==> src/sv/stable_priority_queue_unit_defines.svh <==
// assertion macros for the stable priority queue unit
// expects clk_i and rst_ni in the scope of each use
`ifndef STABLE_PRIORITY_QUEUE_UNIT_DEFINES_SVH
`define STABLE_PRIORITY_QUEUE_UNIT_DEFINES_SVH

// checked on every edge outside reset
`define SPQ_ASSERT(lbl, prop, msg) \
  lbl: assert property (@(posedge clk_i) disable iff (!rst_ni) prop) else $error(msg);

// checked on every edge, reset included
`define SPQ_ASSERT_ALWAYS(lbl, prop, msg) \
  lbl: assert property (@(posedge clk_i) prop) else $error(msg);

`endif

==> src/sv/spq_pkg.sv <==
// shared types, constants and helpers of the stable priority queue
// no dependencies
`timescale 1ns / 1ps

package spq_pkg;

  localparam int unsigned CAPACITY = 64;
  localparam int unsigned AW = $clog2(CAPACITY);
  localparam int unsigned CW = $clog2(CAPACITY + 1);

  localparam logic OP_INSERT = 1'b0;
  localparam logic OP_REMOVE = 1'b1;

  localparam logic [1:0] ST_OK    = 2'd0;
  localparam logic [1:0] ST_EMPTY = 2'd1;
  localparam logic [1:0] ST_FULL  = 2'd2;

  typedef struct packed {
    logic [15:0] key;
    logic [7:0]  row;
    logic [7:0]  seat;
  } entry_t;

  localparam int unsigned EW = $bits(entry_t);

  // controller to datapath
  typedef struct packed {
    logic       capture;
    logic       idx_dec;
    logic       idx_inc;
    logic       rd_en;
    logic       rd_minus1;
    logic       wr_en;
    logic       wr_new;
    logic       wr_minus1;
    logic       cnt_inc;
    logic       cnt_dec;
    logic       set_status;
    logic [1:0] status_code;
    logic       latch_head;
    logic       load_out;
  } cmd_t;

  // datapath to controller
  typedef struct packed {
    logic op_remove;
    logic empty;
    logic full;
    logic idx_zero;
    logic idx_is_one;
    logic last_move;
    logic key_gt;
    logic out_busy;
  } sts_t;

  // occupancy field is seven bits, wraps modulo 128
  function automatic logic [6:0] occ_of(logic [CW-1:0] c);
    logic [CW+6:0] w;
    w = (CW + 7)'(c);
    return w[6:0];
  endfunction

endpackage

==> src/sv/stable_priority_queue_unit.sv <==
// top level of the stable priority queue: controller plus datapath
// depends on spq_pkg, spq_ctrl, spq_datapath and the defines header
`timescale 1ns / 1ps
//
//  channel  handshake              fields
//  -------  ---------------------  ---------------------------------------------
//  in       in_valid_i/in_ready_o  opcode_i priority_req_i row_i seat_i
//  out      out_valid_o/out_ready_i status_o out_priority_o out_row_o out_seat_o
//                                   occupancy_o
//
//  one item at a time; in_ready_o is high only while the controller is idle
//  insert: walks down from the tail, moving each larger entry up one slot with a read
//    then a write through the single entry ram, and puts the new entry in the hole
//  remove: latches the head and moves every later entry down; full or empty skip the walk
//  reset clears the count and the output valid; ram contents need no clearing
//  a stalled result waits in the output register; the next item is accepted
//    meanwhile and held at its end until the output frees

module stable_priority_queue_unit (
  input  logic        clk_i,
  input  logic        rst_ni,
  input  logic        in_valid_i,
  output logic        in_ready_o,
  input  logic        opcode_i,
  input  logic [15:0] priority_req_i,
  input  logic [7:0]  row_i,
  input  logic [7:0]  seat_i,
  output logic        out_valid_o,
  input  logic        out_ready_i,
  output logic [1:0]  status_o,
  output logic [15:0] out_priority_o,
  output logic [7:0]  out_row_o,
  output logic [7:0]  out_seat_o,
  output logic [6:0]  occupancy_o
);
  import spq_pkg::*;

  `include "stable_priority_queue_unit_defines.svh"

  // command and status between the two halves
  cmd_t cmd;
  sts_t sts;

  // result classes and the occupancy of a full queue, for the checks below
  logic       res_empty;
  logic       res_full;
  logic [6:0] full_occ;

  spq_ctrl u_ctrl (
    .clk_i     (clk_i),
    .rst_ni    (rst_ni),
    .in_valid_i(in_valid_i),
    .in_ready_o(in_ready_o),
    .sts_i     (sts),
    .cmd_o     (cmd)
  );

  // entries live in the ram sorted ascending, equal keys in arrival order
  spq_datapath u_dp (
    .clk_i         (clk_i),
    .rst_ni        (rst_ni),
    .cmd_i         (cmd),
    .sts_o         (sts),
    .opcode_i      (opcode_i),
    .priority_req_i(priority_req_i),
    .row_i         (row_i),
    .seat_i        (seat_i),
    .out_ready_i   (out_ready_i),
    .out_valid_o   (out_valid_o),
    .status_o      (status_o),
    .out_priority_o(out_priority_o),
    .out_row_o     (out_row_o),
    .out_seat_o    (out_seat_o),
    .occupancy_o   (occupancy_o)
  );

  assign res_empty = out_valid_o && (status_o == ST_EMPTY);
  assign res_full  = out_valid_o && (status_o == ST_FULL);
  assign full_occ  = occ_of(CW'(CAPACITY));

  // only one item in the controller at a time
  `SPQ_ASSERT(a_one_in_flight, (in_valid_i && in_ready_o) |=> !in_ready_o, "second item accepted")
  // a remove that found nothing reports an empty queue
  `SPQ_ASSERT(a_empty_occ, res_empty |-> occupancy_o == 7'd0, "empty status with entries")
  // a dropped insert reports a full queue
  `SPQ_ASSERT(a_full_occ, res_full |-> occupancy_o == full_occ, "full status below capacity")
  // the result stays low while reset is held
  `SPQ_ASSERT_ALWAYS(a_rst_out, !rst_ni |=> !out_valid_o, "result during reset")

endmodule

==> src/sv/spq_ram.sv <==
// generic single write, single read ram with registered read data
// no dependencies
`timescale 1ns / 1ps

module spq_ram #(
  parameter int unsigned WIDTH = 32,
  parameter int unsigned DEPTH = 64,
  localparam int unsigned AW = $clog2(DEPTH)
) (
  input  logic             clk_i,
  input  logic             we_i,
  input  logic [AW-1:0]    waddr_i,
  input  logic [WIDTH-1:0] wdata_i,
  input  logic             re_i,
  input  logic [AW-1:0]    raddr_i,
  output logic [WIDTH-1:0] rdata_o
);

  logic [WIDTH-1:0] mem_q [DEPTH];
  logic [WIDTH-1:0] rdata_q;

  always_ff @(posedge clk_i) begin
    if (we_i) begin
      mem_q[waddr_i] <= wdata_i;
    end
    if (re_i) begin
      rdata_q <= mem_q[raddr_i];
    end
  end

  assign rdata_o = rdata_q;

endmodule

==> src/sv/spq_datapath.sv <==
// datapath: entry ram, count and index registers, item and result registers
// depends on spq_pkg and spq_ram
`timescale 1ns / 1ps

module spq_datapath (
  input  logic          clk_i,
  input  logic          rst_ni,
  input  spq_pkg::cmd_t cmd_i,
  output spq_pkg::sts_t sts_o,
  input  logic          opcode_i,
  input  logic [15:0]   priority_req_i,
  input  logic [7:0]    row_i,
  input  logic [7:0]    seat_i,
  input  logic          out_ready_i,
  output logic          out_valid_o,
  output logic [1:0]    status_o,
  output logic [15:0]   out_priority_o,
  output logic [7:0]    out_row_o,
  output logic [7:0]    out_seat_o,
  output logic [6:0]    occupancy_o
);
  import spq_pkg::*;

  logic [CW-1:0] count_q, count_d;
  logic [CW-1:0] idx_q, idx_d;
  logic          op_q;
  entry_t        item_q;
  logic [1:0]    res_status_q;
  entry_t        res_entry_q;
  logic          out_valid_q;
  logic [1:0]    out_status_q;
  entry_t        out_entry_q;
  logic [6:0]    out_occ_q;

  logic [CW-1:0] idx_m1;
  logic [CW-1:0] idx_p1;
  logic [AW-1:0] rd_addr;
  logic [AW-1:0] wr_addr;
  entry_t        wr_data;
  entry_t        rd_data;
  logic [EW-1:0] rd_raw;

  assign idx_m1  = idx_q - CW'(1);
  assign idx_p1  = idx_q + CW'(1);
  assign rd_addr = cmd_i.rd_minus1 ? idx_m1[AW-1:0] : idx_q[AW-1:0];
  assign wr_addr = cmd_i.wr_minus1 ? idx_m1[AW-1:0] : idx_q[AW-1:0];
  assign wr_data = cmd_i.wr_new ? item_q : rd_data;
  assign rd_data = entry_t'(rd_raw);

  spq_ram #(
    .WIDTH(EW),
    .DEPTH(CAPACITY)
  ) u_ram (
    .clk_i  (clk_i),
    .we_i   (cmd_i.wr_en),
    .waddr_i(wr_addr),
    .wdata_i(wr_data),
    .re_i   (cmd_i.rd_en),
    .raddr_i(rd_addr),
    .rdata_o(rd_raw)
  );

  always_comb begin
    count_d = count_q;
    if (cmd_i.cnt_inc) begin
      count_d = count_q + CW'(1);
    end else if (cmd_i.cnt_dec) begin
      count_d = count_q - CW'(1);
    end
  end

  always_comb begin
    idx_d = idx_q;
    if (cmd_i.capture) begin
      idx_d = (opcode_i == OP_REMOVE) ? '0 : count_q;
    end else if (cmd_i.idx_dec) begin
      idx_d = idx_m1;
    end else if (cmd_i.idx_inc) begin
      idx_d = idx_p1;
    end
  end

  always_ff @(posedge clk_i or negedge rst_ni) begin
    if (!rst_ni) begin
      count_q     <= '0;
      out_valid_q <= 1'b0;
    end else begin
      count_q <= count_d;
      if (cmd_i.load_out) begin
        out_valid_q <= 1'b1;
      end else if (out_ready_i) begin
        out_valid_q <= 1'b0;
      end
    end
  end

  // payload registers
  always_ff @(posedge clk_i) begin
    idx_q <= idx_d;
    if (cmd_i.capture) begin
      op_q         <= opcode_i;
      item_q       <= '{key: priority_req_i, row: row_i, seat: seat_i};
      res_status_q <= ST_OK;
      res_entry_q  <= '0;
    end else begin
      if (cmd_i.set_status) begin
        res_status_q <= cmd_i.status_code;
      end
      if (cmd_i.latch_head) begin
        res_entry_q <= rd_data;
      end
    end
    if (cmd_i.load_out) begin
      out_status_q <= res_status_q;
      out_entry_q  <= res_entry_q;
      out_occ_q    <= occ_of(count_q);
    end
  end

  assign sts_o.op_remove  = (op_q == OP_REMOVE);
  assign sts_o.empty      = (count_q == '0);
  assign sts_o.full       = (count_q == CW'(CAPACITY));
  assign sts_o.idx_zero   = (idx_q == '0);
  assign sts_o.idx_is_one = (idx_q == CW'(1));
  assign sts_o.last_move  = (idx_p1 == count_q);
  assign sts_o.key_gt     = (rd_data.key > item_q.key);
  assign sts_o.out_busy   = out_valid_q && !out_ready_i;

  assign out_valid_o    = out_valid_q;
  assign status_o       = out_status_q;
  assign out_priority_o = out_entry_q.key;
  assign out_row_o      = out_entry_q.row;
  assign out_seat_o     = out_entry_q.seat;
  assign occupancy_o    = out_occ_q;

endmodule

==> src/sv/spq_ctrl.sv <==
// controller: sequences insert and remove walks over the entry ram
// depends on spq_pkg
`timescale 1ns / 1ps

module spq_ctrl (
  input  logic          clk_i,
  input  logic          rst_ni,
  input  logic          in_valid_i,
  output logic          in_ready_o,
  input  spq_pkg::sts_t sts_i,
  output spq_pkg::cmd_t cmd_o
);
  import spq_pkg::*;

  localparam logic [2:0] S_IDLE    = 3'd0;
  localparam logic [2:0] S_DECIDE  = 3'd1;
  localparam logic [2:0] S_INS_RD  = 3'd2;
  localparam logic [2:0] S_INS_CMP = 3'd3;
  localparam logic [2:0] S_INS_PUT = 3'd4;
  localparam logic [2:0] S_REM_RD  = 3'd5;
  localparam logic [2:0] S_REM_MV  = 3'd6;
  localparam logic [2:0] S_DONE    = 3'd7;

  logic [2:0] state_q, state_d;

  always_ff @(posedge clk_i or negedge rst_ni) begin
    if (!rst_ni) begin
      state_q <= S_IDLE;
    end else begin
      state_q <= state_d;
    end
  end

  always_comb begin
    state_d    = state_q;
    cmd_o      = '0;
    in_ready_o = 1'b0;
    unique case (state_q)
      S_IDLE: begin
        in_ready_o = 1'b1;
        if (in_valid_i) begin
          cmd_o.capture = 1'b1;
          state_d       = S_DECIDE;
        end
      end
      S_DECIDE: begin
        if (!sts_i.op_remove) begin
          if (sts_i.full) begin
            cmd_o.set_status  = 1'b1;
            cmd_o.status_code = ST_FULL;
            state_d           = S_DONE;
          end else if (sts_i.empty) begin
            state_d = S_INS_PUT;
          end else begin
            state_d = S_INS_RD;
          end
        end else begin
          if (sts_i.empty) begin
            cmd_o.set_status  = 1'b1;
            cmd_o.status_code = ST_EMPTY;
            state_d           = S_DONE;
          end else begin
            state_d = S_REM_RD;
          end
        end
      end
      // look at the entry just below the hole
      S_INS_RD: begin
        cmd_o.rd_en     = 1'b1;
        cmd_o.rd_minus1 = 1'b1;
        state_d         = S_INS_CMP;
      end
      S_INS_CMP: begin
        cmd_o.wr_en = 1'b1;
        if (sts_i.key_gt) begin
          cmd_o.idx_dec = 1'b1;
          state_d       = sts_i.idx_is_one ? S_INS_PUT : S_INS_RD;
        end else begin
          cmd_o.wr_new  = 1'b1;
          cmd_o.cnt_inc = 1'b1;
          state_d       = S_DONE;
        end
      end
      S_INS_PUT: begin
        cmd_o.wr_en   = 1'b1;
        cmd_o.wr_new  = 1'b1;
        cmd_o.cnt_inc = 1'b1;
        state_d       = S_DONE;
      end
      S_REM_RD: begin
        cmd_o.rd_en = 1'b1;
        state_d     = S_REM_MV;
      end
      S_REM_MV: begin
        if (sts_i.idx_zero) begin
          cmd_o.latch_head = 1'b1;
        end else begin
          cmd_o.wr_en     = 1'b1;
          cmd_o.wr_minus1 = 1'b1;
        end
        if (sts_i.last_move) begin
          cmd_o.cnt_dec = 1'b1;
          state_d       = S_DONE;
        end else begin
          cmd_o.idx_inc = 1'b1;
          state_d       = S_REM_RD;
        end
      end
      S_DONE: begin
        if (!sts_i.out_busy) begin
          cmd_o.load_out = 1'b1;
          state_d        = S_IDLE;
        end
      end
      default: begin
        state_d = S_IDLE;
      end
    endcase
  end

endmodule

==> config.mk <==
export PLATFORM = sky130hd
export DESIGN_NAME = stable_priority_queue_unit
export DESIGN_NICKNAME = d
export VERILOG_FILES = /design/src/sv/spq_pkg.sv /design/src/sv/stable_priority_queue_unit.sv /design/src/sv/spq_ram.sv /design/src/sv/spq_datapath.sv /design/src/sv/spq_ctrl.sv
export VERILOG_INCLUDE_DIRS = /design/src /design/src/sv
export SDC_FILE = /design/constraint.sdc
export NUM_CORES = 2
export LEC_CHECK = 0
export BUFFER_PORTS_ARGS = -buffer_cell sky130_fd_sc_hd__buf_2
export CORE_MARGIN = 4
export CORE_UTILIZATION = 55
export DETAILED_ROUTE_END_ITERATION = 10
export PLACE_DENSITY = 0.68
export SLEW_MARGIN = 10
export SYNTH_ARGS = -nofsm -noshare
export SYNTH_HDL_FRONTEND = slang
export SYNTH_SLANG_ARGS = --single-unit
==> constraint.sdc <==
create_clock -name clk_i -period 11.1 [get_ports clk_i]
set_input_delay 1.11 -clock clk_i [delete_from_list [all_inputs] [get_ports clk_i]]
set_output_delay 1.11 -clock clk_i [all_outputs]
set_load 0.03 [all_outputs]
After elaboration in Yosys (flattened, before gate mapping)
Memories as Yosys holds them, arrays and structs flattened. A register that Yosys moved wholly into a read port is not among the register bits.
Cells that the tools add are included.

storage, ports and cells
  bits in registers = 126
  bits in writable memories = 2,048
  input port bits = 37
  output and inout port bits = 43
  logic and storage cells = 93
  memories kept = 1

cells by class
  add/subtract/negate cells = 4
  $lt $le $gt $ge = 1
  eq/ne operators = 12
  muxes and demuxes = 47
  reduce and logical (&&, ||, !) cells = 11

memories
  memory            depth  bits a word  read ports  clocked after Yosys merged registers in  write ports  RTL line       RTL
  u_dp.u_ram.mem_q  64     32           1           1                                        1            spq_ram.sv:19  logic [WIDTH-1:0] mem_q [DEPTH];

operators with widths
  cell                 count
  $mux 7               6
  $mux 3               11
  $mux 32              1
  $pmux 3 s8           1
  $mux 1               22
  $gt 16x16->1         1
  $add 7x1->7 const B  2
  $logic_not 7->1      2
  $sub 7x1->7 const B  2
  $eq 3x3->1 const B   4
  $mux 6               2
  $eq 7x1->1 const B   1
  $eq 7x7->1           1
  $eq 7x7->1 const B   1
  $eq 3x2->1 const B   2
  $mux 2               2
  $ne 2x2->1 const B   2
  $pmux 1 s2           2
  $reduce_bool 2->1    2
  $reduce_or 2->1      2
  $eq 3x1->1 const B   1
  $logic_not 3->1      1
  $reduce_bool 3->1    1
  $reduce_and 2->1     1
  other kinds (2)      2

Logic depth before layout (Yosys ltp)
  word-level depth = 7
  depth in mapped cells = 15

Modules after synthesis
Synthesis repeated with hierarchy kept, for this count alone.

unflattened totals
  cell total of the unflattened synthesis = 3,804
  area, all modules = 84,751.3 sq um

by module, submodules not included
  module        instances  cells an instance  area an instance (sq um)  sequential area each (sq um)
  spq_ram       1          3,324              78,835.6                  62,459.9
  spq_datapath  1          428                5,569.1                   3,313.2
  spq_ctrl      1          52                 346.6                     75.1

Worst setup path after synthesis
OpenSTA, ideal clock, no wires.

  path type = reg-to-reg
  start point = register u_dp.u_ram.rdata_q[31], in the netlist u_dp.u_ram.rdata_o[31] (read register of u_dp.u_ram.mem_q)
  end point = memory u_dp.u_ram.mem_q[0][16], data pin
  setup time = 702 ps
  arrival = 4,766 ps
  path slack = 5,631 ps
  stages on the path, launching flop included = 9
  buffers on the path = 1
  clock period less this slack = 5,469 ps
  cell sequence = edfxtp_1 > ha_1 > nand4_1 > nor4_1 > a21bo_2 > a31oi_1 > o22ai_1 > clkbuf_1 > o21ai_0

between the ends
  cells in the longest elaborated chain, start to end = 4

RTL lines
  element                           RTL line             RTL
  start, declared                   spq_ram.sv:20        logic [WIDTH-1:0] rdata_q;
  $gt 16x16->1                      spq_datapath.sv:126  assign sts_o.key_gt = (rd_data.key > item_q.key);
  $mux 1                            spq_ctrl.sv:75       if (sts_i.key_gt) begin
  $pmux 1 s2                        spq_ctrl.sv:38       unique case (state_q)
  $mux 32                           spq_datapath.sv:47   assign wr_data = cmd_i.wr_new ? item_q : rd_data;
  named net u_dp.u_ram.wdata_i[16]  spq_ram.sv:13        input logic [WIDTH-1:0] wdata_i,
  end, declared                     spq_ram.sv:19

The timed path passes the listed nets, and every way through them passes these cells.

Worst setup path after layout
  start point = register u_dp.idx_q[1]
  end point = register u_dp.u_ram.rdata_q[31], in the netlist u_dp.u_ram.rdata_o[31] (read register of u_dp.u_ram.mem_q), data pin

between the ends
  cells in the longest elaborated chain, start to end = 2

RTL lines
  element                 RTL line            RTL
  start, declared         spq_datapath.sv:25  logic [CW-1:0] idx_q, idx_d;
  start signal, assigned  spq_datapath.sv:99  idx_q <= idx_d;
  $sub 7x1->7             spq_datapath.sv:43  assign idx_m1 = idx_q - CW'(1);
  $mux 6 (*)              spq_datapath.sv:45  assign rd_addr = cmd_i.rd_minus1 ? idx_m1[AW-1:0] : idx_q[AW-1:0];

Mark *: on every way between the ends. The rest lies on a longest branch, timed or not.
A chain may end at the register's enable or synchronous reset.

==> flow_metrics.env <==
export IMPL_run_status="complete, no violations"
export IMPL_synthesis_nets=4850
export IMPL_cts_hold_buffers_added=0
export IMPL_floorplan_die_height_um=393
export IMPL_most_frequent_standard_cell_in_the_layout_excluding_fill_and_tap_cells="edfxtp_1"
export IMPL_fin_hold_ws_ps=165
export IMPL_antenna_violations_before_repair=9
export IMPL_finalCriticalPeriod_ps=6170
export IMPL_timing_rr_start="u_dp.idx_q[1]"
export IMPL_placement_cell_area_um2=84600
export IMPL_wire_length_reported_by_the_detailed_router_um=230000
export IMPL_global_route_overflow_total=0
export IMPL_yosysUniqueCellTypes=61
export IMPL_timing_final_crit_share_pct=55.6
export IMPL_worst_r2r_endpoint="u_dp.u_ram.rdata_o[31]"
export IMPL_clockBufferDepth=3
export IMPL_path_max_fanout=130
export IMPL_clock_latency_ps=840
export IMPL_grt_setup_unrepaired="no"
export IMPL_timing_reg2reg_setup_slack_ps=4930
export IMPL_final_cell_mix="2,161 x edfxtp_1, 1,013 x o22ai_1, 390 x nor3_1"
export IMPL_die_footprint_um2=154000
export IMPL_core_area_um2=146000
export IMPL_synthesis_area_per_instance_um2=17.0
export IMPL_ys_ff_latch=2206
export IMPL_detailed_place_hpwl_um=113000
export IMPL_final_setup_fails=0
export IMPL_cts_htree_levels=4
export IMPL_first_pass_iters=6
export IMPL_power_density_cell_area_nw_per_um2=304
export IMPL_syn_instance_count=4787
export IMPL_final_nets=4940
export IMPL_drt_first_iter_violations=7737
export IMPL_clock_sinks=2206
export IMPL_numCtsBuffers=206
export IMPL_global_route_usage_total_pct=29.4
export IMPL_post_cts_repair_setup_buffers=0
export IMPL_layout_area_overhead_vs_synth_pct=11.9
export IMPL_rows=140
export IMPL_fin_total_pwr_w=0.0277
export IMPL_number_of_synthesized_flops_with_an_enable_pin=2161
export IMPL_yosysWarningCount=0
export IMPL_detail_route_wl_per_cell_um=32.9
export IMPL_cp_data_arrival_time_ps=6640
export IMPL_grt_first_pass_wirelength_um=327000
export IMPL_portion_of_the_post_synthesis_area_used_by_sequential_elements_pct=80.9
export IMPL_max_clock_freq_ghz=0.162
export IMPL_worst_clock_skew_ps=36.8
export IMPL_max_vdd_ir_drop_v=0.000298
export IMPL_total_of_max_cap_violations=0
export IMPL_cts_tree="done"
export IMPL_clock_tree_root_cell="clkbuf_16"
export IMPL_final_design_area_no_fill_um2=91000
export IMPL_route_vias_total=48700
export IMPL_start_kind="register"
export IMPL_drtAntennaViolNets=0
export IMPL_boundaryPins=80
export IMPL_routability_cong=0.801
export IMPL_slew_violations=0
export IMPL_synth_main_ff_cell="edfxtp_1"
export IMPL_critPathRequiredTime_ps=11570
export IMPL_via_per_inst=6.99
export IMPL_first_global_vias=46200
export IMPL_post_syn_area_um2=81300
export IMPL_totalNegativeSetupSlack_ps=0
export IMPL_grt_start_max_net_pins=179
export IMPL_cts_resized=0
export IMPL_timing_critical_path_to_type="register"
export IMPL_path_type_of_the_worst_setup_path="register to register"
export IMPL_start_util_pct=55.6
export IMPL_clk_transition_reported_paths_ps=60
export IMPL_slew_headroom_pct=10.2
export IMPL_worst_hold_path_type="primary input to async pin"
export IMPL_synth_async_reset_ratio_pct=0.499
export IMPL_floorplan_die_width_um=393
export IMPL_final_hold_violation_count=0
export IMPL_final_layout_size_suffix_gt1_share_pct=12.9
export IMPL_worstRegToRegCells=13
export IMPL_detail_route_drc_violations=0
export IMPL_total_leakage_power_nw=28.0
export IMPL_worstMarginPinSlew_ps=1330
export IMPL_place_port_buffers=79
## how the worst max path moves through the flow
stage,from,to,depth (start not counted)
after global routing,u_dp.idx_q[1],u_dp.u_ram.rdata_o[31],13
after detailed placement,u_dp.idx_q[1],u_dp.u_ram.rdata_o[31],13
after global placement,u_dp.idx_q[1],u_dp.u_ram.rdata_o[31],12
after CTS,u_dp.idx_q[1],u_dp.u_ram.rdata_o[31],13
final,u_dp.idx_q[1],u_dp.u_ram.rdata_o[31],13
after floorplan,u_dp.u_ram.rdata_o[31],u_dp.u_ram.mem_q[0][16],8
## worst max-delay path: stages, from the launching register on
cell,delay (ps)
edfxtp_1,320
buf_4,470
inv_1,230
ha_1,350
buf_4,470
nor3_1,170
a31oi_4,580
buf_12,540
buf_4,790
o22ai_1,150
o31ai_1,330
nor4_2,70
buf_4,190
nor4_1,850
## cell families (layout without fill, tap and decap cells)
logic type      after synthesis  in the layout  share of synthesized area, %
buf+inv                     359            623                          2.01
flops                      2206           2206                          80.9
mux                          90             90                          1.29
simple gates                819            819                          5.12
other cells                   0              3                             0
fa+ha+maj                    26             26                         0.409
xor+xnor                     33             33                         0.389
compound gates             1254           1254                          9.83
## where the power goes
group	total (W)	internal, W	switching, W
sequential	0.0120	0.0116	0.000374
clock	0.00674	0.00378	0.00297
combinational	0.00897	0.00222	0.00675
total	0.0277	0.0176	0.0101
## per-layer routing
metal | GRT usage [%] | vias to the layer above | wire length [um] | part of all wire, %
met5 | 0 | - | 13 | 0.0057
met4 | 9.15 | 2 | 6910 | 3.0
met3 | 7.23 | 437 | 30200 | 13
met2 | 45.8 | 3375 | 107000 | 47
met1 | 41.6 | 24800 | 85700 | 37
li1 | - | 20100 | - | -
## registers in the layout, indices dropped and copies added (netlist names)
register	flops
u_dp.out_seat_o	8
u_dp.count_q	7
u_dp.status_o	2
u_dp.u_ram.mem_q	2048
u_dp.idx_q	7
u_dp.item_q	32
u_ctrl.state_q	3
u_dp.u_ram.rdata_o	32
u_dp.out_priority_o	16
u_dp.occupancy_o	7
u_dp.op_q	1
u_dp.out_row_o	8
u_dp.res_status_q	2
u_dp.res_entry_q	32
u_dp.out_valid_o	1
## cells in the mapped netlist (8+ instances only)
| library cell | instances | area share, % |
|---|---|---|
| edfxtp_1 | 2161 | 80 |
| o22ai_1 | 1014 | 7.8 |
| nor3_1 | 390 | 2.4 |
| buf_2 | 160 | 0.98 |
| nor4_1 | 159 | 1.2 |
| clkbuf_1 | 144 | 0.66 |
| o31ai_1 | 126 | 1.2 |
| nand2_1 | 100 | 0.46 |
| nor2_1 | 95 | 0.44 |
| a21oi_1 | 52 | 0.32 |
| mux2i_1 | 46 | 0.57 |
| mux2_2 | 36 | 0.50 |
| dfxtp_1 | 34 | 0.84 |
| nand3_1 | 26 | 0.16 |
| ha_1 | 25 | 0.38 |
| inv_1 | 23 | 0.11 |
| xnor2_1 | 22 | 0.24 |
| o21ai_0 | 19 | 0.12 |
| buf_4 | 16 | 0.15 |
| buf_1 | 11 | 0.051 |
| dfrtp_1 | 11 | 0.34 |
| nand3b_1 | 10 | 0.092 |
| a31oi_1 | 9 | 0.069 |
| and3_1 | 9 | 0.069 |
| xor2_1 | 9 | 0.097 |
| mux4_2 | 8 | 0.22 |
## stage by stage
step	worst slack (ps)	cells	util, %
floorplan	5630	4787	-
global placement	5340	6579	57.7
detailed placement	5170	6585	57.8
CTS	5160	6967	62.2
global route	4790	6969	62.2
finish	4930	6971	62.2
## layout make-up
class | count | area [um2]
antenna | 3 | 7.51
inverter | 24 | 90.1
sequential | 2206 | 65800
timing repair buffer | 217 | 1590
fill | 10100 | 55200
clock buffer | 266 | 5610
clock inverter | 116 | 807
multi-input combinational | 2222 | 14700
tap | 1917 | 2400
(Power assumes the default switching activity.)
